<file path="src/hw/rtl/ihpq_pkg.sv">
`timescale 1ns / 1ps
// ---------------------------------------------------------------------------
// ihpq_pkg
// Shared types and constants of the indexed max-heap priority queue.
// ---------------------------------------------------------------------------
package ihpq_pkg;

   localparam int CAPACITY   = 256;
   localparam int PRIO_WIDTH = 32;
   localparam int ID_COUNT   = 256;
   localparam int ID_W       = 8;
   localparam int POS_W      = $clog2(CAPACITY);
   localparam int CNT_W      = $clog2(CAPACITY + 1);
   localparam int KEY_W      = PRIO_WIDTH;

   typedef logic [POS_W-1:0] pos_type;
   typedef logic [CNT_W-1:0] cnt_type;
   typedef logic [ID_W-1:0]  id_type;
   typedef logic [KEY_W-1:0] key_type;

   typedef struct packed {
      id_type  id;
      key_type key;
   } slot_type;

   localparam logic [1:0] REQ_INSERT  = 2'd0;
   localparam logic [1:0] REQ_EXTRACT = 2'd1;
   localparam logic [1:0] REQ_CHANGE  = 2'd2;

   localparam logic [1:0] ST_OK       = 2'd0;
   localparam logic [1:0] ST_EMPTY    = 2'd1;
   localparam logic [1:0] ST_FULL     = 2'd2;
   localparam logic [1:0] ST_CONFLICT = 2'd3;

   // heap memory port bundle
   typedef struct packed {
      logic     rd_en;
      pos_type  rd_addr;
      logic     wr_en;
      pos_type  wr_addr;
      slot_type wr_data;
   } heap_port_type;

   // position map port bundle
   typedef struct packed {
      logic    rd_en;
      id_type  rd_addr;
      logic    wr_en;
      id_type  wr_addr;
      logic    wr_present;
      pos_type wr_pos;
   } map_port_type;

   function automatic key_type prio_key(input logic [31:0] raw);
      key_type k;
      k = raw[KEY_W-1:0];
      k[KEY_W-1] = ~k[KEY_W-1];
      return k;
   endfunction

endpackage

</file>
<file path="src/hw/rtl/ihpq_pos_map.sv">
`timescale 1ns / 1ps
// ---------------------------------------------------------------------------
// ihpq_pos_map
// Map from id to heap position, with a presence flag per id in flip-flops.
// ---------------------------------------------------------------------------
module ihpq_pos_map (
   input  logic                  clock,
   input  logic                  reset,
   input  ihpq_pkg::map_port_type port,
   output logic                  rd_present,
   output ihpq_pkg::pos_type     rd_pos
);
   import ihpq_pkg::*;

   pos_type             mem [ID_COUNT];
   logic [ID_COUNT-1:0] present_ff;
   pos_type             rd_pos_ff;
   logic                rd_present_ff;

   always_ff @(posedge clock) begin
      if (reset) begin
         present_ff    <= '0;
         rd_present_ff <= 1'b0;
      end else begin
         if (port.wr_en) begin
            present_ff[port.wr_addr] <= port.wr_present;
         end
         if (port.rd_en) begin
            rd_present_ff <= present_ff[port.rd_addr];
         end
      end
      if (port.wr_en) begin
         mem[port.wr_addr] <= port.wr_pos;
      end
      if (port.rd_en) begin
         rd_pos_ff <= mem[port.rd_addr];
      end
   end

   assign rd_present = rd_present_ff;
   assign rd_pos     = rd_pos_ff;

endmodule

</file>
<file path="config.mk">
export PLATFORM = sky130hd
export DESIGN_NAME = ihpq_pos_map
export DESIGN_NICKNAME = d
export VERILOG_FILES = /design/src/hw/rtl/ihpq_pkg.sv /design/src/hw/rtl/ihpq_pos_map.sv
export SDC_FILE = /design/constraint.sdc
export NUM_CORES = 2
export LEC_CHECK = 0
export ABC_AREA = 1
export BUFFER_PORTS_ARGS = -buffer_cell sky130_fd_sc_hd__buf_2
export CAP_MARGIN = 20
export CORE_MARGIN = 5
export CORE_UTILIZATION = 36
export CTS_BUF_LIST = sky130_fd_sc_hd__clkbuf_4 sky130_fd_sc_hd__clkbuf_8
export DETAILED_ROUTE_END_ITERATION = 10
export PLACE_DENSITY_LB_ADDON = 0.15
export SLEW_MARGIN = 20
export SYNTH_ARGS = -nofsm -noshare
export SYNTH_HDL_FRONTEND = slang
export SYNTH_SLANG_ARGS = --single-unit
export TNS_END_PERCENT = 30
</file>
<file path="constraint.sdc">
create_clock -name clock -period 1.6 [get_ports clock]
set_clock_uncertainty 0.15 [all_clocks]
set_input_delay 0.08 -clock clock [delete_from_list [all_inputs] [get_ports clock]]
set_output_delay 0.08 -clock clock [all_outputs]
set_load 0.005 [all_outputs]
</file>
# Word-level counts from Yosys, hierarchy flattened
# Memory sizes are Yosys's and may differ from the RTL's. A register that Yosys moved wholly into a read port is not among the register bits.
# Index checks and enable logic that the tools add are counted.
# word_totals
regBits,257
mem_bits_rw,2048
in_bits,29
output_inout_bits,9
n_memories,1
# op_classes
magnitude_cmp,3
n_mux,7
n_reduce_logical,1
# mem_list
memory,depth,width,read_ports,rd_clocked_by_memory_dff,wr,line_no,rtl
mem,256,8,1,1,1,ihpq_pos_map.sv:15,pos_type mem [ID_COUNT];
# op_table
operator,count
bitwise mux 256 bit,1
< comparator 8 x 9 -> 1 bit (second input constant),2
binary-select mux 1 bit (select 8 bit),1
demux 1 bit (select 8 bit),1
greater-or-equal comparator 8 x 1 -> 1 bit (second input constant),1
2-to-1 mux 1 bit,4
logical AND 1 bit,1

# Depth between registers and ports, before layout
# depth
depth_word,5
ltp_mapped,16
mapped_depth_nobuf,13

# Least setup slack after synthesis
# No wires, ideal clock.
# synth_timing
kind,input-to-reg
start,input port port[18] (netlist name)
end,"register rd_pos_ff[3] (netlist: rd_pos[3]), read port of mem (data pin)"
arrival_ns,1.365
t_required_ns,1.198
slack_ns,-0.167
cell_stages,15
n_path_buf,5
path_cell_list,buf_6 -> buf_8 -> buf_8 -> buf_6 -> buf_2 -> nor2_1 -> o22ai_1 -> nand2_1 -> nand3_1 -> nand3_1 -> nand3_1 -> nand3_1 -> nand2_1 -> nand2_1 -> nand2_1
# synth_lines
element,line_no,rtl
"start, declared",ihpq_pos_map.sv:9,"input ihpq_pkg::map_port_type port,"
"end, declared",ihpq_pos_map.sv:17,pos_type rd_pos_ff;

# Worst setup path in the final report
# layout_timing
start,"register rd_pos_ff[3] (netlist: rd_pos[3]), read port of mem"
end,output port rd_pos[3]
# layout_lines
element,line_no,rtl
"end, declared",ihpq_pos_map.sv:11,output ihpq_pkg::pos_type rd_pos
# No word-level cell between the ends.

==> metrics.md <==
| Metric | Value |
|---|---|
| Worst max-slew margin expressed relative to the limit | 39.72% |
| Net load switching power | 0.03135 W |
| Data required time of the critical path | 1.37 ns |
| Row count | 186 |
| Post-Route Setup TNS | -5.692 ns |
| Worst setup margin | -0.5086 ns |
| Quantity of I/O buffers inserted on ports | 37 |
| Share of the clock period used by the worst path | 131.8% |
| Comb power frac | 8.1% |
| Largest incremental delay on the critical path | 0.61 ns |
| Buffering stage count on the worst path with inverters included | 1 |
| Iteration-0 DRC Markers | 6,066 |
| Number of hold violations in the final report | 0 |
| Final Slew Violations | 0 |
| Violated checks | setup timing |
| Total internal power | 0.09944 W |
| HP Class | input port to flop |
| TritonRoute pass-1 iters | 6 |
| Setup repair after global routing missed its margin | yes |
| Portion of total power attributed to sequential cells | 50.4% |
| Critical path capture point type | output port |
| Reg clk slew, reported paths | 0.06 ns |
| Actual transition at the worst max-transition pin | 0.9013 ns |
| Drt via density | 5.369 |
| Gr usage total | 22.41% |
| Drt drc | 0 |
| EDFF count, synth | 2,056 |
| Cells after synthesis | 7,895 |
| Max-Cap Viols | 0 |
| Core Box Area | 256,500 um2 |
| Synth unique cells | 23 |
| WL per Instance | 24.77 um |
| Number of setup violations in the final report | 23 |
| Routed Antenna Nets | 0 |
| Leading register cell type out of synthesis | sky130_fd_sc_hd__edfxtp_1 |
| Peak supply drop | 0.7622 mV |
| DIE AREA | 267,700 um2 |
| Yosys warning total | 0 |
| Routed WL | 306.6 mm |
| Die Y-Extent | 517.4 um |
| Critical Path Slowest Stage Cell | sky130_fd_sc_hd__edfxtp_1 |
| Synthesis-stage register bit count | 2,313 |
| Antenna violations before repair | 8 |
| Mapped Area | 92,680 um2 |
| Pwr Density | 1124 nW/um2 |
| Clock insertion delay at the later pin of the skew report | 1.09 ns |
| Kind of critical path | flop to output port |
| Number of buffers created by CTS | 400 |
| LEAKAGE | 39.53 nW |
| Total setup buffers inserted after CTS | 0 |
| Switching Share | 23.97% |
| Number of global-route vias before repair | 65,340 |
| Die Width | 517.4 um |
| Num ports | 38 |
| H-Tree Level Count | 5 |
| Clock power share | 41.5% |
| Kind of cell adding the most delay to the critical path | flip-flops |
| Worst-path fanout max | 2 |
| Synth-to-layout area growth | 25.56% |
| CTS tree | yes |
| Number of nets in the finished design | 8,708 |
| Average size of a mapped cell | 11.74 um2 |
| Async S/R FF share, synth | 0% |
| Crit-path cells | buf_2 |
| Initial cell density of the core | 36.14% |
| GRT Residual Overflow | 0 |
| Post-route minimum period | 2.109 ns |
| Maximum number of pins on one net before global-route repair | 83 |
| Fraction of layout cells with a size suffix above 1 | 24.00% |
| Sequential fraction of the synthesis area | 72.17% |
| Clock Path Buffers | 4 |
| Weighted congestion reported at the end of routability-driven placement | 0.8487 |
| Root buffer cell | sky130_fd_sc_hd__clkbuf_8 |
| Worst Setup Start Kind | flop |
| Sum of net half-perimeters after detailed placement | 189.6 mm |
| Arrival time at the worst endpoint | 1.88 ns |
| Number of vias after detailed routing | 66,440 |
| Result of the run | complete, but fails checks |
| Min Hold Slack | 0.002864 ns |
| Maximum frequency from static timing analysis | 0.4743 GHz |
| Wire length of the first global-routing pass | 448.7 mm |
| Post-synthesis net count | 7,924 |
| Clock sinks | 2,313 |
[Yosys cell counts (all sizes together), types with 12 or more instances]
library cell	n	area (um2)
buf	224	1236
a21oi	12	60.06
o21ai	1017	5090
o22ai	504	3153
nor2	1557	5844
inv	54	207.7
edfxtp	2056	61740
dfxtp	257	5145
nand2	829	3112
clkbuf	367	1378
nand3	752	3764
a211oi	249	1869
[per-layer routing]
layer	vias to the layer above	routed length, um	track usage, %
met5	-	0	0
met4	0	8876	6.378
met3	472	18950	3.514
met2	2105	142500	35.80
met1	33350	136300	31.78
li1	30520	-	-
[final cells by class]
cell class / instances / area, um2
fillers: 23530 / 140100
flip-flops and latches: 2313 / 66900
multi-input cells: 4929 / 26420
repair buffers: 973 / 10500
clock buffers: 592 / 7259
well taps: 3384 / 4234
clock inverters: 119 / 747.0
inverters: 62 / 296.5
diodes: 3 / 7.507
[placed cells by master, fill, tap and decap left out, drive strengths merged, types with 63 or more instances in the layout]
| master | count |
|---|---|
| a211oi | 249 |
| buf | 920 |
| clkbuf | 592 |
| clkinv | 107 |
| dfxtp | 257 |
| edfxtp | 2056 |
| inv | 63 |
| nand2 | 829 |
| nand3 | 752 |
| nor2 | 1557 |
| o21ai | 1017 |
| o22ai | 504 |
[through the flow]
| stage | worst slack [ns] | cell area, um2 | instances | total power (W) | utilization [%] |
|---|---|---|---|---|---|
| after floorplan | -0.1551 | 92860 | 7895 | 0.07129 | - |
| after global placement | -1.526 | 104300 | 11610 | 0.07641 | 40.65 |
| after detailed placement | -1.523 | 104300 | 11610 | 0.07643 | 40.65 |
| after CTS | -0.6750 | 114400 | 12380 | 0.1314 | 44.59 |
| after global routing | -0.5828 | 116400 | 12370 | 0.1355 | 45.37 |
| final | -0.5086 | 116400 | 12380 | 0.1308 | 45.37 |
[timing repair]
action | CTS | global route
hold endpoints to repair | 4367 | 1739
gates cloned | 0 | 1
resized for setup | 348 | 709
hold buffers | 61 | 9
pin swaps | 97 | 200
endpoints found under the setup margin | 18 | 300
[cell families (layout without fill, tap and decap cells)]
kind of cell | Yosys count | after routing | share of synthesized area (%)
flops | 2313 | 2313 | 72.17
other cells | 0 | 3 | 0
buf+inv | 653 | 1746 | 3.078
compound gates | 1785 | 1785 | 11.00
simple gates | 3144 | 3144 | 13.76
[sequential cells by signal (all words and copies together), names as in the netlist]
| register | cells |
|---|---|
| mem | 2048 |
| present_ff | 256 |
| rd_pos | 8 |
| rd_present | 1 |
[path summary, 6_finish.rpt]
kind         slack (ns)               to             from  depth (start not counted)
max               -0.51        rd_pos[3]        rd_pos[3]                          1
min               0.003        mem[6][6]         port[13]                          8
max reg2reg       -0.36        rd_pos[7]      mem[124][7]                         10
min reg2reg        0.33  present_ff[254]  present_ff[254]                          2
[power groups by stage]
stage,Sequential (W),Combinational (W),Clock [W]
after floorplan,0.0671,0.00416,0
after global placement,0.0671,0.00928,0
final,0.0659,0.0106,0.0543
after detailed placement,0.0671,0.00930,0
after global routing,0.0658,0.0113,0.0583
after CTS,0.0659,0.0100,0.0555
(Power assumes the default switching activity.)
