**src/hw/rtl/ihpq_pkg.sv**
```systemverilog
`timescale 1ns / 1ps
// ---------------------------------------------------------------------------
// ihpq_pkg
// Shared types and constants of the indexed max-heap priority queue.
// ---------------------------------------------------------------------------
package ihpq_pkg;

   localparam int CAPACITY   = 256;
   localparam int PRIO_WIDTH = 32;
   localparam int ID_COUNT   = 256;
   localparam int ID_W       = 8;
   localparam int POS_W      = $clog2(CAPACITY);
   localparam int CNT_W      = $clog2(CAPACITY + 1);
   localparam int KEY_W      = PRIO_WIDTH;

   typedef logic [POS_W-1:0] pos_type;
   typedef logic [CNT_W-1:0] cnt_type;
   typedef logic [ID_W-1:0]  id_type;
   typedef logic [KEY_W-1:0] key_type;

   typedef struct packed {
      id_type  id;
      key_type key;
   } slot_type;

   localparam logic [1:0] REQ_INSERT  = 2'd0;
   localparam logic [1:0] REQ_EXTRACT = 2'd1;
   localparam logic [1:0] REQ_CHANGE  = 2'd2;

   localparam logic [1:0] ST_OK       = 2'd0;
   localparam logic [1:0] ST_EMPTY    = 2'd1;
   localparam logic [1:0] ST_FULL     = 2'd2;
   localparam logic [1:0] ST_CONFLICT = 2'd3;

   // heap memory port bundle
   typedef struct packed {
      logic     rd_en;
      pos_type  rd_addr;
      logic     wr_en;
      pos_type  wr_addr;
      slot_type wr_data;
   } heap_port_type;

   // position map port bundle
   typedef struct packed {
      logic    rd_en;
      id_type  rd_addr;
      logic    wr_en;
      id_type  wr_addr;
      logic    wr_present;
      pos_type wr_pos;
   } map_port_type;

   function automatic key_type prio_key(input logic [31:0] raw);
      key_type k;
      k = raw[KEY_W-1:0];
      k[KEY_W-1] = ~k[KEY_W-1];
      return k;
   endfunction

endpackage

```
**src/hw/rtl/ihpq_ctrl.sv**
```systemverilog
`timescale 1ns / 1ps
// ---------------------------------------------------------------------------
// ihpq_ctrl
// Request sequencer: checks, sift up, sift down, result register.
// ---------------------------------------------------------------------------
module ihpq_ctrl (
   input  logic                    clock,
   input  logic                    reset,
   input  logic                    req_tvalid,
   output logic                    req_tready,
   input  logic [1:0]              req_type,
   input  ihpq_pkg::id_type        req_id,
   input  logic [31:0]             req_prio,
   output logic                    rsp_tvalid,
   input  logic                    rsp_tready,
   output ihpq_pkg::id_type        rsp_id,
   output logic [1:0]              rsp_status,
   output ihpq_pkg::cnt_type       rsp_count,
   output ihpq_pkg::heap_port_type hp,
   input  ihpq_pkg::slot_type      hp_rd,
   output ihpq_pkg::map_port_type  mp,
   input  logic                    mp_present,
   input  ihpq_pkg::pos_type       mp_pos
);
   import ihpq_pkg::*;

   typedef enum logic [3:0] {
      S_IDLE, S_CHECK, S_EXT_ROOT, S_EXT_LAST, S_UP_RD, S_UP_CMP,
      S_DN_RDL, S_DN_RDR, S_DN_CMP, S_DN_SWAP, S_DONE
   } state_type;

   state_type state_ff;
   logic [1:0] op_ff;
   id_type     id_ff;
   key_type    key_ff;
   cnt_type    count_ff;
   logic [CNT_W:0] pos_ff;   // current position (wide to hold children)
   slot_type   cur_ff;       // item being placed/sifted
   slot_type   big_ff;
   logic [CNT_W:0] big_pos_ff;
   logic       rsp_valid_ff;
   id_type     rsp_id_ff;
   logic [1:0] rsp_status_ff;

   logic [CNT_W:0] lpos, rpos, ppos;
   assign lpos = {pos_ff[CNT_W-1:0], 1'b1};
   assign rpos = {pos_ff[CNT_W-1:0], 1'b0} + (CNT_W+1)'(2);
   assign ppos = (pos_ff - (CNT_W+1)'(1)) >> 1;

   assign req_tready = (state_ff == S_IDLE) && !rsp_valid_ff;
   assign rsp_tvalid = rsp_valid_ff;
   assign rsp_id     = rsp_id_ff;
   assign rsp_status = rsp_status_ff;
   assign rsp_count  = count_ff;

   always_comb begin
      hp = '0;
      mp = '0;
      case (state_ff)
         S_IDLE: begin
            mp.rd_en   = req_tvalid && req_tready;
            mp.rd_addr = req_id;
            hp.rd_en   = req_tvalid && req_tready;
            hp.rd_addr = '0;
         end
         S_CHECK: begin
            if (op_ff == REQ_EXTRACT) begin
               hp.rd_en   = 1'b1;
               hp.rd_addr = POS_W'(count_ff - cnt_type'(1));
            end
         end
         S_EXT_ROOT: begin
            mp.wr_en   = 1'b1;
            mp.wr_addr = rsp_id_ff;
         end
         S_UP_RD: begin
            hp.rd_en   = 1'b1;
            hp.rd_addr = ppos[POS_W-1:0];
         end
         S_UP_CMP: begin
            if (pos_ff != '0 && hp_rd.key < cur_ff.key) begin
               hp.wr_en   = 1'b1;
               hp.wr_addr = pos_ff[POS_W-1:0];
               hp.wr_data = hp_rd;
               mp.wr_en   = 1'b1;
               mp.wr_addr = hp_rd.id;
               mp.wr_present = 1'b1;
               mp.wr_pos  = pos_ff[POS_W-1:0];
            end else begin
               hp.wr_en   = 1'b1;
               hp.wr_addr = pos_ff[POS_W-1:0];
               hp.wr_data = cur_ff;
               mp.wr_en   = 1'b1;
               mp.wr_addr = cur_ff.id;
               mp.wr_present = 1'b1;
               mp.wr_pos  = pos_ff[POS_W-1:0];
            end
         end
         S_DN_RDL: begin
            hp.rd_en   = 1'b1;
            hp.rd_addr = lpos[POS_W-1:0];
         end
         S_DN_RDR: begin
            hp.rd_en   = 1'b1;
            hp.rd_addr = rpos[POS_W-1:0];
         end
         S_DN_SWAP: begin
            hp.wr_en   = 1'b1;
            hp.wr_addr = pos_ff[POS_W-1:0];
            hp.wr_data = big_ff;
            mp.wr_en   = 1'b1;
            mp.wr_addr = big_ff.id;
            mp.wr_present = 1'b1;
            mp.wr_pos  = pos_ff[POS_W-1:0];
         end
         S_DN_CMP: begin
            hp.wr_en   = 1'b1;
            hp.wr_addr = pos_ff[POS_W-1:0];
            hp.wr_data = cur_ff;
            mp.wr_en   = 1'b1;
            mp.wr_addr = cur_ff.id;
            mp.wr_present = 1'b1;
            mp.wr_pos  = pos_ff[POS_W-1:0];
         end
         default: begin
         end
      endcase
   end

   always_ff @(posedge clock) begin
      if (reset) begin
         state_ff     <= S_IDLE;
         count_ff     <= '0;
         rsp_valid_ff <= 1'b0;
      end else begin
         if (state_ff == S_DONE) begin
            rsp_valid_ff <= 1'b1;
         end else if (rsp_valid_ff && rsp_tready) begin
            rsp_valid_ff <= 1'b0;
         end
         case (state_ff)
            S_IDLE: begin
               if (req_tvalid && req_tready) begin
                  op_ff    <= req_type;
                  id_ff    <= req_id;
                  key_ff   <= prio_key(req_prio);
                  state_ff <= S_CHECK;
               end
            end
            S_CHECK: begin
               cur_ff <= '{id: id_ff, key: key_ff};
               case (op_ff)
                  REQ_INSERT: begin
                     rsp_id_ff <= '0;
                     if (count_ff >= cnt_type'(CAPACITY)) begin
                        rsp_status_ff <= ST_FULL;
                        state_ff      <= S_DONE;
                     end else if (mp_present) begin
                        rsp_status_ff <= ST_CONFLICT;
                        state_ff      <= S_DONE;
                     end else begin
                        rsp_status_ff <= ST_OK;
                        pos_ff        <= {1'b0, count_ff};
                        count_ff      <= count_ff + cnt_type'(1);
                        state_ff      <= S_UP_RD;
                     end
                  end
                  REQ_EXTRACT: begin
                     if (count_ff == '0) begin
                        rsp_id_ff     <= '0;
                        rsp_status_ff <= ST_EMPTY;
                        state_ff      <= S_DONE;
                     end else begin
                        rsp_id_ff     <= hp_rd.id;
                        rsp_status_ff <= ST_OK;
                        count_ff      <= count_ff - cnt_type'(1);
                        state_ff      <= S_EXT_ROOT;
                     end
                  end
                  REQ_CHANGE: begin
                     rsp_id_ff <= '0;
                     if (!mp_present) begin
                        rsp_status_ff <= ST_CONFLICT;
                        state_ff      <= S_DONE;
                     end else begin
                        rsp_status_ff <= ST_OK;
                        pos_ff   <= ({1'b0, cnt_type'(mp_pos)} >= {1'b0, count_ff}) ?
                                    '0 : {1'b0, cnt_type'(mp_pos)};
                        state_ff <= S_UP_RD;
                     end
                  end
                  default: begin
                     rsp_id_ff     <= '0;
                     rsp_status_ff <= ST_OK;
                     state_ff      <= S_DONE;
                  end
               endcase
            end
            S_EXT_ROOT: begin
               state_ff <= S_EXT_LAST;
            end
            S_EXT_LAST: begin
               cur_ff   <= hp_rd;
               pos_ff   <= '0;
               state_ff <= (count_ff == '0) ? S_DONE : S_DN_RDL;
            end
            S_UP_RD: begin
               state_ff <= S_UP_CMP;
            end
            S_UP_CMP: begin
               if (pos_ff != '0 && hp_rd.key < cur_ff.key) begin
                  pos_ff   <= ppos;
                  state_ff <= S_UP_RD;
               end else begin
                  state_ff <= (op_ff == REQ_CHANGE) ? S_DN_RDL : S_DONE;
               end
            end
            S_DN_RDL: begin
               state_ff <= S_DN_RDR;
            end
            S_DN_RDR: begin
               state_ff <= S_DN_CMP;
               if (lpos < {1'b0, count_ff} && hp_rd.key > cur_ff.key) begin
                  big_ff     <= hp_rd;
                  big_pos_ff <= lpos;
               end else begin
                  big_ff     <= cur_ff;
                  big_pos_ff <= pos_ff;
               end
            end
            S_DN_CMP: begin
               if (rpos < {1'b0, count_ff} && hp_rd.key > big_ff.key) begin
                  big_ff     <= hp_rd;
                  big_pos_ff <= rpos;
                  state_ff   <= S_DN_SWAP;
               end else if (big_pos_ff != pos_ff) begin
                  state_ff   <= S_DN_SWAP;
               end else begin
                  state_ff   <= S_DONE;
               end
            end
            S_DN_SWAP: begin
               pos_ff   <= big_pos_ff;
               state_ff <= S_DN_RDL;
            end
            S_DONE: begin
               state_ff <= S_IDLE;
            end
            default: begin
               state_ff <= S_IDLE;
            end
         endcase
      end
   end

   assert property (@(posedge clock) disable iff (reset)
      count_ff <= cnt_type'(CAPACITY))
      else $error("count above capacity");
   assert property (@(posedge clock) disable iff (reset)
      (state_ff != S_IDLE) |-> !req_tready)
      else $error("ready while busy");
   assert property (@(posedge clock) disable iff (reset)
      (state_ff == S_DONE) |=> rsp_tvalid)
      else $error("result lost");
   assert property (@(posedge clock) disable iff (reset)
      (rsp_tvalid && rsp_status != ST_OK) |-> rsp_id == '0)
      else $error("id on error result");

endmodule

```
**config.mk**
```make
export PLATFORM = sky130hd
export DESIGN_NAME = ihpq_ctrl
export DESIGN_NICKNAME = d
export VERILOG_FILES = /design/src/hw/rtl/ihpq_pkg.sv /design/src/hw/rtl/ihpq_ctrl.sv
export SDC_FILE = /design/constraint.sdc
export NUM_CORES = 1
export LEC_CHECK = 0
export BUFFER_PORTS_ARGS = -buffer_cell sky130_fd_sc_hd__buf_2
export CAP_MARGIN = 20
export CORE_MARGIN = 10
export CORE_UTILIZATION = 57
export CTS_BUF_LIST = sky130_fd_sc_hd__clkbuf_16
export CTS_CLUSTER_DIAMETER = 40
export DETAILED_ROUTE_END_ITERATION = 8
export GPL_TIMING_DRIVEN = 0
export PLACE_DENSITY = 0.81
export SYNTH_ARGS = -nofsm -noshare
export SYNTH_HDL_FRONTEND = slang
export SYNTH_SLANG_ARGS = --single-unit
```
**constraint.sdc**
```tcl
create_clock -name clock -period 7.6 [get_ports clock]
set_input_delay 0.76 -clock clock [delete_from_list [all_inputs] [get_ports clock]]
set_output_delay 0.76 -clock clock [all_outputs]
set_load 0.005 [all_outputs]
```
**Word level (Yosys, flattened, before mapping)**

Cells that the tools add are included.

- Add/subtract/negate cells: 4
- Reductions and logical operators: 24
- Equality and inequality tests: 23
- Multiplexer cells: 45
- Order comparisons: 7
- Bitwise logic cells: 3

Operators by type and width:

| kind | count |
|---|---|
| 40-bit case mux with 2 select lines | 2 |
| 49-bit case mux with 3 select lines | 1 |
| 40-bit 2-to-1 mux | 3 |
| 32-bit > comparator | 2 |
| 10-bit 2-to-1 mux | 6 |
| 9-bit 2-to-1 mux | 5 |
| 9-bit case mux with 5 select lines | 1 |
| 10-bit case mux with 2 select lines | 2 |
| 10-bit case mux with 4 select lines | 1 |
| 4-bit case mux with 10 select lines | 1 |
| 9-bit case mux with 2 select lines | 2 |
| 9-bit case mux with 4 select lines | 1 |
| 32-bit < comparator | 1 |
| 4-bit 2-to-1 mux | 8 |
| 10-bit by 9-bit < comparator with 1-bit output | 2 |
| 17-bit 2-to-1 mux | 1 |
| 4-bit by 3-bit equality test with 1-bit output, second input constant | 4 |
| 4-bit equality test, second input constant | 3 |
| 4-bit case mux with 3 select lines | 1 |
| 10-bit by 2-bit adder with 10-bit output, second input constant | 1 |
| 2-bit 2-to-1 mux | 5 |
| 10-bit inequality test | 1 |
| 2-bit inequality test, second input constant | 5 |
| 10-bit nonzero test | 1 |
| other kinds (28) | 46 |

- Flip-flop bits (word level): 166
- Input port bits: 95
- Output and inout port bits: 106

**Depth between registers and ports, before layout**

Gate-level depths: netlist of run 1.

- Depth in word-level cells: 5
- Depth in mapped cells: 14

**Least setup slack after synthesis of run 1**

Ideal clock, no wire load.

- Kind: register to register
- Start: register pos_ff[3]
- End: register big_ff[0] (netlist bit), enable pin
- Path slack: 922 ps
- Data required time: 7064 ps
- Clock period less this slack: 6678 ps
- Cell stages (with the launch flop): 14
- Arrival time: 6141 ps
- Setup time: 536 ps
- Cell sequence: edfxtp_1 > clkbuf_1 > and3_1 > and3_1 > clkbuf_1 > nand3_1 > xnor2_1 > ha_1 > o2111ai_1 > nor2_1 > a21boi_0 > a211oi_1 > o211ai_1 > o32ai_1

- Longest elaborated chain between the ends: 5

RTL lines:

| item | RTL line | RTL |
|---|---|---|
| start, declared | ihpq_ctrl.sv:37 | `logic [CNT_W:0] pos_ff;` |
| start signal, assigned | ihpq_ctrl.sv:163 | `pos_ff <= {1'b0, count_ff};` |
| start signal, assigned | ihpq_ctrl.sv:187 | `pos_ff <= ({1'b0, cnt_type'(mp_pos)} >= {1'b0, count_ff}) ?` |
| start signal, assigned | ihpq_ctrl.sv:212 | `pos_ff <= ppos;` |
| 10-bit by 2-bit adder with 10-bit output | ihpq_ctrl.sv:47 | `assign rpos = {pos_ff[CNT_W-1:0], 1'b0} + (CNT_W+1)'(2);` |
| 10-bit by 9-bit < comparator with 1-bit output | ihpq_ctrl.sv:232 | `if (rpos < {1'b0, count_ff} && hp_rd.key > big_ff.key) begin` |
| 1-bit logical AND | ihpq_ctrl.sv:232 |  |
| 2-bit inequality test (no line) | n/a |  |
| 3-bit AND reduction (no line) | n/a |  |
| end signal, assigned | ihpq_ctrl.sv:224 | `big_ff <= hp_rd;` |
| end signal, assigned | ihpq_ctrl.sv:227 | `big_ff <= cur_ff;` |
| end signal, assigned | ihpq_ctrl.sv:233 | `big_ff <= hp_rd;` |
| end, declared | ihpq_ctrl.sv:39 | `slot_type big_ff;` |

Every way passes these cells.
A chain may end at the register's enable or synchronous reset.

==> results.md, run 1 <==
- Outcome: complete, no violations
- Largest net degree at the start of global routing: 23
- Startpoint Class: primary input
- RSZ-0062 raised after global routing: no
- Die Width: 159 um
- Clock Tree Root: clkbuf_16
- Dpl hpwl: ~27000 um
- Clock sinks: about 170
- Dpl cell area: 12600 um2
- Top-count cell post-synth: edfxtp_1
- CP delay by family, top: simple AND/OR/NAND/NOR gates
- Pwr per Cell Area: approximately 240 nW/um2
- Critical path buffers and inverters: 3
- Crit path max fanout: 10
- Initial Util: approximately three fifths
- Placer Congestion: 0.942
- Vias: just under 10000
- Critical path arrival: around 4 ns
- Gr usage total: between 20% and 30%
- Ys flop type: edfxtp_1
- Post-synth ARST share: 0%
- Combinational power share: 34.9%
- CTS tree: done
- Nets: about 1500
- Clock Path Buffers: 2
- Final min period: approximately 4.8 ns
- Worst Tran Pin Value: about 1.1 ns
- Reg area: approximately 4800 um2
- Initial DRC count: ~1100
- EDFF count, synth: 152
- Crit-path cells: buf_2 > ha_1 > nand4_1 > nor4_1 > o31a_1 > nor3_4 > o21ai_2 > clkbuf_1 > a221o_1 > buf_2
- Top post-synthesis cells by count: edfxtp_1 (152), ha_1 (92), inv_1 (84), mux2_2 (82), nand2_1 (49)
- MaxCap Viol Count: 0
- Area Growth Syn to Fin: 19.3%
- Final Instance Area: roughly 13000 um2
- CORE AREA: around 19000 um2
- Max Fclk: about 210 MHz
- # setup viols final: 0
- Row cnt: 50
- NetSw: about 1.1 mW
- H-tree levels: 4
- Clock network power share: 27.2%
- CP max-delay cell: nor4_1
- #FFs+latches synth: between 150 and 200
- Period utilisation layout: 62.8%
- Die Y: 159 um
- Power Total: 3.19 mW
- Sw frac: between 30% and 40%
- Number of global-route vias before repair: 10000
- Slew Limit Headroom: approximately 24%
- WL/cell: ~23 um
- Synth Cell Area: roughly 11000 um2
- Worst-skew pair later-pin latency: ~0.44 ns
- Inserted Clock Buffers: 17
- Post-Syn Instances: between 1000 and 1500
- Slew Limit Fails: 0
- Filler Cell Count: roughly 1500
- Max VDD drop: a little under 0.2 mV
- Area occupied by multi-input gates: ~5700 um2
- WP data required: slightly below 7 ns
- Drt first pass iters: 8
- Final hold vios: 0
- Initial antenna violation count: 3
- Min-Delay Path Class: in2reg
- Vias per inst: ~6.4
- Post-Syn Area per Cell: 10.6 um2
- Unique masters post-synth: 62
- First-pass GRT wire length: 54600 um
- Mapped Nets: 1233
- Seq pwr share: between 30 and 40%
- Yosys top cell area share: 41.2%
- ANT nets after route: 0
- Most frequent CP cell: buf_2
- Remaining global-route overflow: 0
- Post_cts resized: 0
- Total Die Area: around 25000 um2
- Sequential share of the synthesized area: between 40% and 50%
- Ys Warns: 0
- Setup Crit Path Kind: in2out
- Post-CTS Hold Fix Bufs: 0
- Share of layout cells above drive strength 1: 27.4%
- Reg clk slew, reported paths: ~0.08 ns
- Final Skew: 0.0165 ns
- DRC violations left: 0
- Post-CTS Setup Inserts: 0
- I/O pin cnt: approximately 200
- Final WL: 35300 um
- Internal cell power: 2.04 mW
- Max incr delay on CP: between 0.6 and 0.7 ns
- Port bufs: 200
- Area leader, netlist: edfxtp_1
- Setup crit end kind: primary output
- Synth top area cells: edfxtp_1 (41%), ha_1 (10%), mux2_2 (8.3%)
- P_leak: roughly 5.7 nW
[placed cells by master, fill, tap and decap left out, types with 10 or more instances in the layout]
cell,Yosys,final
inv_1,84,84
dfxtp_1,14,14
nand4_1,20,20
ha_1,92,92
nand3_1,37,37
a21oi_1,34,34
a21o_1,18,18
a211o_1,10,10
nand2_1,49,49
a221o_1,39,39
buf_2,12,215
xnor2_1,26,26
nor4_1,15,14
and2_1,33,33
mux2_2,82,82
o21ai_0,26,26
nand2b_1,12,12
nor3_1,45,44
o211ai_1,11,11
nor2_1,44,43
xor2_1,15,15
clkbuf_1,48,48
edfxtp_1,152,152
clkbuf_16,0,17
and3_1,16,16
[routing by layer]
metal	up-vias	GRT usage, %	part of all wire, %
met4	0	9.31	3.2
met2	642	43.2	46
li1	4438	-	-
met3	87	6.40	11
met5	-	0	0
met1	4724	34.0	39
[cell families (layout without fill, tap and decap cells)]
| family | after synthesis | count (layout) | synth area share [%] |
|---|---|---|---|
| simple gates | 294 | 294 | 13.8 |
| other cells | 0 | 3 | 0 |
| xor+xnor | 41 | 41 | 3.24 |
| compound gates | 218 | 218 | 14.9 |
| buf+inv | 151 | 396 | 5.42 |
| mux | 84 | 84 | 8.52 |
| flops | 166 | 166 | 43.7 |
| fa+ha+maj | 92 | 92 | 10.4 |
[final cells by class]
type	instances	share of cell area, %
clock buffers	17	3.22
diodes	3	0.0568
multi-input cells	729	43.0
inverters	84	2.39
flip-flops and latches	166	36.7
clock inverters	15	1.22
plain buffers	67	2.16
well taps	260	2.46
repair buffers	213	8.88
[worst paths after layout]
| kind | endpoint | slack [ns] | start | depth (start not counted) |
|---|---|---|---|---|
| min | key_ff[21]$_DFFE_PP_ | 0.49 | req_prio[21] | 1 |
| min reg2reg | rsp_tvalid$_SDFFE_PP0P_ | 0.49 | rsp_tvalid$_SDFFE_PP0P_ | 2 |
| max reg2reg | big_ff[1]$_DFFE_PP_ | 2.96 | pos_ff[3]$_DFFE_PP_ | 16 |
| max | hp[3] | 2.83 | hp_rd[23] | 10 |
[flip-flops by register name, indices dropped and copies added, names as in the netlist, 4 cells and up]
register / flops
pos_ff: 10
rsp_count: 9
big_pos_ff: 10
id_ff: 8
state_ff: 4
rsp_id: 8
big_ff: 40
cur_ff: 40
key_ff: 32
[through the flow]
stage          hold slack, ns  cells  setup TNS, ns  util (%)  setup WS [ns]
6_report                0.486   1554              0      69.9           2.83
5_1_grt                 0.483   1554              0      69.9           2.80
4_1_cts                 0.487   1549              0      69.8           3.02
3_5_place_dp            0.477   1517              0      66.7           3.03
3_3_place_gp            0.468   1506        -111.74      65.7          -2.24
2_1_floorplan           0.474   1046              0         -          0.922
[worst reg2reg max path: stages (launching register included)]
cell	delay, ns
edfxtp_1	0.42
clkbuf_1	0.41
and3_1	0.27
and3_1	0.21
clkbuf_1	0.27
nand3_1	0.14
xnor2_1	0.26
ha_1	0.30
o2111ai_1	0.13
nor2_1	0.06
a21boi_0	0.17
a211oi_1	0.26
o211ai_1	0.31
o32ai_4	0.57
buf_16	0.22
buf_8	0.18
buf_8	0.17
[power groups by stage]
| stage | Combinational, mW | Sequential [mW] | Clock, mW |
|---|---|---|---|
| 3_3_place_gp | 1.03 | 1.23 | 0 |
| 5_1_grt | 1.21 | 1.22 | 0.901 |
| 2_1_floorplan | 0.668 | 1.21 | 0 |
| 4_1_cts | 1.09 | 1.21 | 0.869 |
| 3_5_place_dp | 1.09 | 1.23 | 0 |
| 6_report | 1.11 | 1.21 | 0.867 |
Note: power is estimated with default switching activity, not from simulation.
==> inputs of run 2 (changes only) <==
Settings changed: ABC_AREA from default to 1, CORE_UTILIZATION 57 to 52, PLACE_DENSITY 0.81 to 0.78.
Clock period 7.6 ns to 3.8 ns, I/O delays scaled along.
==> results.md, run 2 <==
- Outcome: complete, no violations
- Top-count cell post-synth: nand2_1
- CP max-delay cell: edfxtp_1
- Initial antenna violation count: 2 (-1)
- Reg-to-reg slack, setup: 0.33 ns (-2.63 ns)
- Setup Crit Path Kind: reg2out
- Post-CTS Hold Fix Bufs: 0 (unchanged)
- Total Die Area: 28500 um2 (+12%)
- Critical path buffers and inverters: 4 (+1)
- Dpl hpwl: 26700 um (about the same)
- MaxCap Viol Count: 0 (unchanged)
- Max Fclk: 279 MHz
- P_leak: 6.55 nW (+16%)
- Sequential share of the synthesized area: 42.1% (-1.7 points)
- Ys flop type: edfxtp_1
- Row cnt: 54 (+8.0%)
- Slew Limit Headroom: 24.1% (-0.19 points)
- CORE AREA: 21800 um2 (+16%)
- Die Width: 169 um (+5.9%)
- # setup viols final: 0 (unchanged)
- Startpoint Class: flop
- Reg clk slew, reported paths: 0.08 ns (about the same)
- Period utilisation layout: between 90% and 100%
- Pwr per Cell Area: 564 nW/um2 (+130%)
- Yosys top cell area share: 39.6% (-1.6 points)
- Post-Syn Area per Cell: 8.13 um2 (-23%)
- Drt first pass iters: 6 (-2)
- WP data required: 3.42 ns (-3.42 ns)
- Mapped Nets: 1604 (+30%)
- Synth Cell Area: 11500 um2 (+3.9%)
- Top post-synthesis cells by count: nand2_1 (356), inv_1 (203), edfxtp_1 (152), nor2_1 (109), a21oi_1 (96)
- Unique masters post-synth: 49 (-21%)
- RSZ-0062 raised after global routing: no
- Max incr delay on CP: 0.38 ns (-0.30 ns)
- CP Depth: 13 (+3)
- Setup crit end kind: primary output
- First-pass GRT wire length: 56300 um (+3.2%)
- Number of global-route vias before repair: 11041 (+10%)
- Placed instance count: 1899 (+25%)
- Post-route insts no fill: 1937 (+25%)
- R2r worst-path depth: 14 (-2)
- Clock network power share: 23.9% (-3.3 points)
- Worst Tran Pin Value: 1.13 ns (+0.00726 ns)
- Nets: 1829 (+25%)
- Share of layout cells above drive strength 1: 20.9% (-6.5 points)
- Final WL: 35700 um (+1.2%)
- DRC violations left: 0 (unchanged)
- Internal cell power: 4.56 mW (+120%)
- Area leader, netlist: edfxtp_1
- Min-Delay Path Class: in2reg
- H-tree levels: 4 (unchanged)
- Synth top area cells: edfxtp_1 (40%), nand2_1 (12%), ha_1 (10%)
- Initial Util: 52.8% (-5.9 points)
- Commonest non-fill, non-tap cell in the layout: nand2_1
- Gr usage total: 24.3% (-2.3 points)
- Crit-path cells: inv_1 > ha_1 > a21oi_1 > o21ai_0 > a21o_1 > nor2_1 > nand3_1 > buf_4 > buf_4 > a21oi_1 > o21ai_0 > nand2_1 > buf_2
- Vias per inst: 5.66 (-11%)
- NetSw: 3.13 mW (+170%)
- Vias: 10969 (+11%)
- Slew Limit Fails: 0 (unchanged)
- Port bufs: 199 (-0.50%)
- Post-Syn Instances: 1417 (+35%)
- Largest net degree at the start of global routing: 34 (+48%)
- Clock Path Buffers: 2 (unchanged)
- Remaining global-route overflow: 0 (unchanged)
- Hold Path Depth: 1 (unchanged)
- Sw frac: 40.7% (+4.7 points)
- Final min period: around 3.6 ns
- Initial DRC count: 1063 (-7.2%)
- Most frequent cells in the layout: nand2_1 (356), buf_2 (213), inv_1 (203), edfxtp_1 (152), nor2_1 (107)
- EDFF count, synth: 152 (unchanged)
- Clock sinks: 166 (unchanged)
- Seq pwr share: 33.5% (-4.4 points)
- Largest registers: big_ff: 40 flops, cur_ff: 40 flops, key_ff: 32 flops
- Critical path arrival: 3.21 ns (-0.80 ns)
- Post-synth ARST share: 0% (unchanged)
- ANT nets after route: 0 (unchanged)
- Inserted Clock Buffers: 17 (unchanged)
- WL/cell: 18.4 um (-19%)
- Clock Tree Root: clkbuf_16
- Ys Warns: 0 (unchanged)
- #FFs+latches synth: 166 (unchanged)
- Area Growth Syn to Fin: 18.3%
- Final hold vios: 0 (unchanged)
- Crit path max fanout: 10 (unchanged)
- Combinational power share: 42.5% (+7.6 points)
- CP delay by family, top: compound AO/OA/AOI/OAI gates
- Die Y: 169 um (+5.9%)
- Worst-skew pair later-pin latency: 0.44 ns (about the same)
- Max VDD drop: 0.353 mV (+82%)
- Placer Congestion: 0.926 (-1.7%)
- Power Total: 7.68 mW (+140%)
- Final Skew: 0.0110 ns (-0.00545 ns)
- I/O pin cnt: 201 (unchanged)
- CTS tree: done
[run 2: changes by cell type after synthesis, moves of 29 or more]
cell / change
a21oi_1: +62
a221o_1: -38
and2_1: -33
inv_1: +119
mux2_2: -82
nand2_1: +307
nor2_1: +65
nor3_1: -35
o21ai_0: +58
o21ai_2: +39
o22ai_1: +29
[run 2: per-layer routing]
layer  global-route usage, %  up-vias  wire length [um]
met2                    41.5      563             17300
met1                    29.4     5073             14000
met4                    9.01        0              1010
met3                    5.40       94              3320
met5                       0        -                 0
li1                        -     5239                 -
[run 2: layout make-up]
cell class                 instances  area [um2]
clock buffer                      17         425
inverter                         212         796
tap                              280         350
buffer                            54         310
sequential                       166        4840
antenna                            2        5.00
clock inverter                    15         184
timing repair buffer             205        1100
fill                            1858        8200
multi-input combinational        986        5610
[run 2: logic make-up after synthesis]
group | synth area share [%]
adder cells (fa/ha/maj) | 10.0
AND/OR/NAND/NOR | 20.8
flip-flops | 42.1
AO/OA/AOI/OAI | 16.1
buffers and inverters | 9.61
XOR/XNOR | 1.45
[run 2: what timing repair did]
item                                    in CTS  in global routing
endpoints found under the setup margin      27                 47
buffers inserted                             2                  1
pin swaps                                    1                  1
cloned                                       1                  0
gates resized for setup                      1                  1
[run 2: path summary, 6_finish.rpt]
path	startpoint	endpoint
min reg2reg	rsp_tvalid$_SDFFE_PP0P_	rsp_tvalid$_SDFFE_PP0P_
max reg2reg	pos_ff[0]$_DFFE_PP_	big_ff[4]$_DFFE_PP_
max	cur_ff[27]$_DFFE_PP_	hp[0]
min	req_prio[17]	key_ff[17]$_DFFE_PP_
[run 2: power groups by stage]
stage | Clock [mW] | Sequential, mW | Combinational (mW)
final | 1.84 | 2.58 | 3.27
after global placement | 0 | 2.63 | 3.04
after CTS | 1.84 | 2.57 | 3.22
after floorplan | 0 | 2.58 | 2.05
after detailed placement | 0 | 2.61 | 3.18
after global routing | 1.91 | 2.60 | 3.62
[run 2: per-stage QoR]
step / cell area [um2] / TNS, ns / hold WS, ns / worst slack (ns) / utilization [%]
5_1_grt: 13600 / 0 / 0.106 / 0.0497 / 62.4
2_1_floorplan: 11500 / 0 / 0.473 / 0.455 / -
3_5_place_dp: 13000 / -3.79 / 0.475 / -0.142 / 59.4
3_3_place_gp: 12900 / -66.32 / 0.480 / -0.664 / 59.0
6_report: 13600 / 0 / 0.106 / 0.214 / 62.4
4_1_cts: 13600 / 0 / 0.0999 / 0.198 / 62.3
==> inputs of run 3 (changes only) <==
Settings changed: CELL_PAD_IN_SITES_DETAIL_PLACEMENT from default to 0, CELL_PAD_IN_SITES_GLOBAL_PLACEMENT from default to 1, CORE_ASPECT_RATIO from default to 0.75, CORE_UTILIZATION 52 to 37, PLACE_DENSITY 0.78 to 0.75.
==> results.md, run 3 (same netlist as run 2, synthesis figures left out) <==
- Clock Path Buffers: 2 (unchanged)
- Crit path max fanout: 10 (unchanged)
- Final hold vios: 0 (unchanged)
- P_leak: 6.56 nW (+0.24%)
- Number of global-route vias before repair: 10376 (-6.0%)
- Max Fclk: 281 MHz (+0.94%)
- Dpl hpwl: 30700 um (+15%)
- Critical hold path startpoint: req_prio[22]
- Die Width: 224 um (+33%)
- Min-Delay Path Class: in2reg
- Startpoint Class: flop
- Pwr per Cell Area: 565 nW/um2 (+0.13%)
- Largest net degree at the start of global routing: 27 (-21%)
- Setup crit end kind: primary output
- Largest registers: big_ff: 40 flops, cur_ff: 40 flops, key_ff: 32 flops
- Period utilisation layout: 93.5% (-0.88 points)
- Row cnt: 55 (+1.9%)
- Initial Util: 37.9% (-15 points)
- # setup viols final: 0 (unchanged)
- Reg clk slew, reported paths: 0.07 ns (about the same)
- Die Y: 173 um (+2.4%)
- Critical path arrival: 3.17 ns (-0.04 ns)
- Clock sinks: 166 (unchanged)
- Antenna cells: 0 (-2)
- Inserted Clock Buffers: 17 (unchanged)
- Reg2reg end: big_ff[14]$_DFFE_PP_
- Slew Limit Headroom: 32.9% (+8.7 points)
- Final min period: 3.55 ns (-0.0335 ns)
- Reg-to-reg slack, setup: 0.32 ns (about the same)
- Vias: 10599 (-3.4%)
- Hold Path Depth: 1 (unchanged)
- Filler Cell Count: 3090 (+66%)
- Most frequent cells in the layout: nand2_1 (356), buf_2 (213), inv_1 (203), edfxtp_1 (152), nor2_1 (105)
- Final Instance Area: 13800 um2 (+1.3%)
- Vias per inst: 5.16 (-9.0%)
- Gr usage total: 20.1% (-4.3 points)
- Reg2reg start: pos_ff[0]$_DFFE_PP_
- Power Total: 7.79 mW (+1.4%)
- Nets: 1831 (+0.11%)
- ANT nets after route: 0 (unchanged)
- MaxCap Viol Count: 0 (unchanged)
- Drt first pass iters: 5 (-1)
- WL/cell: 19.1 um (+3.7%)
- CORE AREA: 30400 um2 (+39%)
- Final Skew: 0.0165 ns (+0.00552 ns)
- Worst-skew pair later-pin latency: 0.46 ns (+0.02 ns)
- Final Core Density: 45.4% (-17 points)
- Total Die Area: 38600 um2 (+36%)
- Setup Crit Path Kind: reg2out
- Area Growth Syn to Fin: 19.9%
- H-tree levels: 4 (unchanged)
- Initial antenna violation count: 0 (-2)
- WHS Endpoint: key_ff[22]$_DFFE_PP_
- Clock Tree Root: clkbuf_16
- Dpl cell area: 13100 um2 (+1.4%)
- Slew Limit Fails: 0 (unchanged)
- CTS tree: done
- Post-CTS Hold Fix Bufs: 0 (unchanged)
- DRC violations left: 0 (unchanged)
- RSZ-0062 raised after global routing: no
- Initial DRC count: 858 (-19%)
- Commonest non-fill, non-tap cell in the layout: nand2_1
- R2r worst-path depth: 15 (+1)
- Final WL: 39300 um (+10%)
- First-pass GRT wire length: 60600 um (+7.6%)
- Max VDD drop: 0.273 mV (-23%)
- Share of layout cells above drive strength 1: 21.2% (+0.34 points)
- I/O pin cnt: 201 (unchanged)
- Remaining global-route overflow: 0 (unchanged)
- WP data required: 3.42 ns (about the same)
- Placer Congestion: 0.891 (-3.8%)
- Outcome: complete, no violations
- Worst Tran Pin Value: 1.00 ns (-0.131 ns)
- Port bufs: 199 (unchanged)
==> run 3: cell count changes in the layout (fill, tap and decap cells not counted), moves of 2 or more <==
cell,before,now
nor2_2,6,8
inv_8,3,1
nor2_1,107,105
buf_4,9,12
diode_2,2,0
==> run 3: power by group <==
part	internal (mW)	switching [mW]
Sequential	2.43	0.147
Combinational	1.14	2.19
Clock	1.05	0.833
==> run 3: layout make-up <==
class | count | area (um2) | share of cell area (%)
multi-input cells | 985 | 5600 | 40.6
flip-flops and latches | 166 | 4840 | 35.1
repair buffers | 208 | 1130 | 8.18
inverters | 212 | 800 | 5.79
well taps | 399 | 499 | 3.62
clock buffers | 17 | 425 | 3.08
plain buffers | 54 | 310 | 2.25
clock inverters | 15 | 189 | 1.37
==> run 3: worst max path at each step <==
stage                             startpoint              endpoint  slack (ns)  depth (start not counted)
global placement    state_ff[1]$_SDFFE_PP0P_  key_ff[10]$_DFFE_PP_       -1.17                          7
global route             pos_ff[1]$_DFFE_PP_                 hp[5]        0.01                         12
floorplan                pos_ff[0]$_DFFE_PP_   big_ff[0]$_DFFE_PP_        0.45                         13
CTS                      pos_ff[0]$_DFFE_PP_  big_ff[12]$_DFFE_PP_        0.09                         15
detailed placement       pos_ff[0]$_DFFE_PP_  big_ff[15]$_DFFE_PP_       -0.44                         15
finish                   pos_ff[1]$_DFFE_PP_                 hp[4]        0.25                         12
==> run 3: what timing repair did <==
item                                    in CTS  in global routing
gates resized for setup                      1                  4
endpoints found under the setup margin      50                 58
pin swaps                                    1                  0
setup buffers                                1                  2
==> run 3: metal layers <==
metal  GRT usage [%]  part of all wire [%]  routed length [um]  up-vias
met4            4.41                   1.1                 416        0
met1            28.8                    48               18900     4991
met2            29.3                    42               16700      342
met3            5.33                   8.4                3300       28
met5               0                     0                   0        -
li1                -                     -                   -     5238
==> run 3: critical path, cell delays in order (launching register included) <==
cell and delay [ns]:
edfxtp_1 0.51, inv_1 0.28, ha_1 0.27, nand4_1 0.21
nor3_2 0.27, nand3_1 0.13, nand3_1 0.14, buf_4 0.18
buf_4 0.26, a21oi_1 0.10, o21ai_0 0.11, nand2_1 0.12
buf_2 0.15
==> run 3: through the flow <==
| stage | setup slack, ns | setup TNS, ns | hold slack [ns] | std cells |
|---|---|---|---|---|
| 2_1_floorplan | 0.455 | 0 | 0.473 | 1417 |
| 3_3_place_gp | -1.17 | -121.31 | 0.474 | 2015 |
| 3_5_place_dp | -0.444 | -13.93 | 0.483 | 2020 |
| 4_1_cts | 0.0854 | 0 | 0.0653 | 2053 |
| 5_1_grt | 0.0107 | 0 | 0.0674 | 2056 |
| 6_report | 0.248 | 0 | 0.0918 | 2056 |
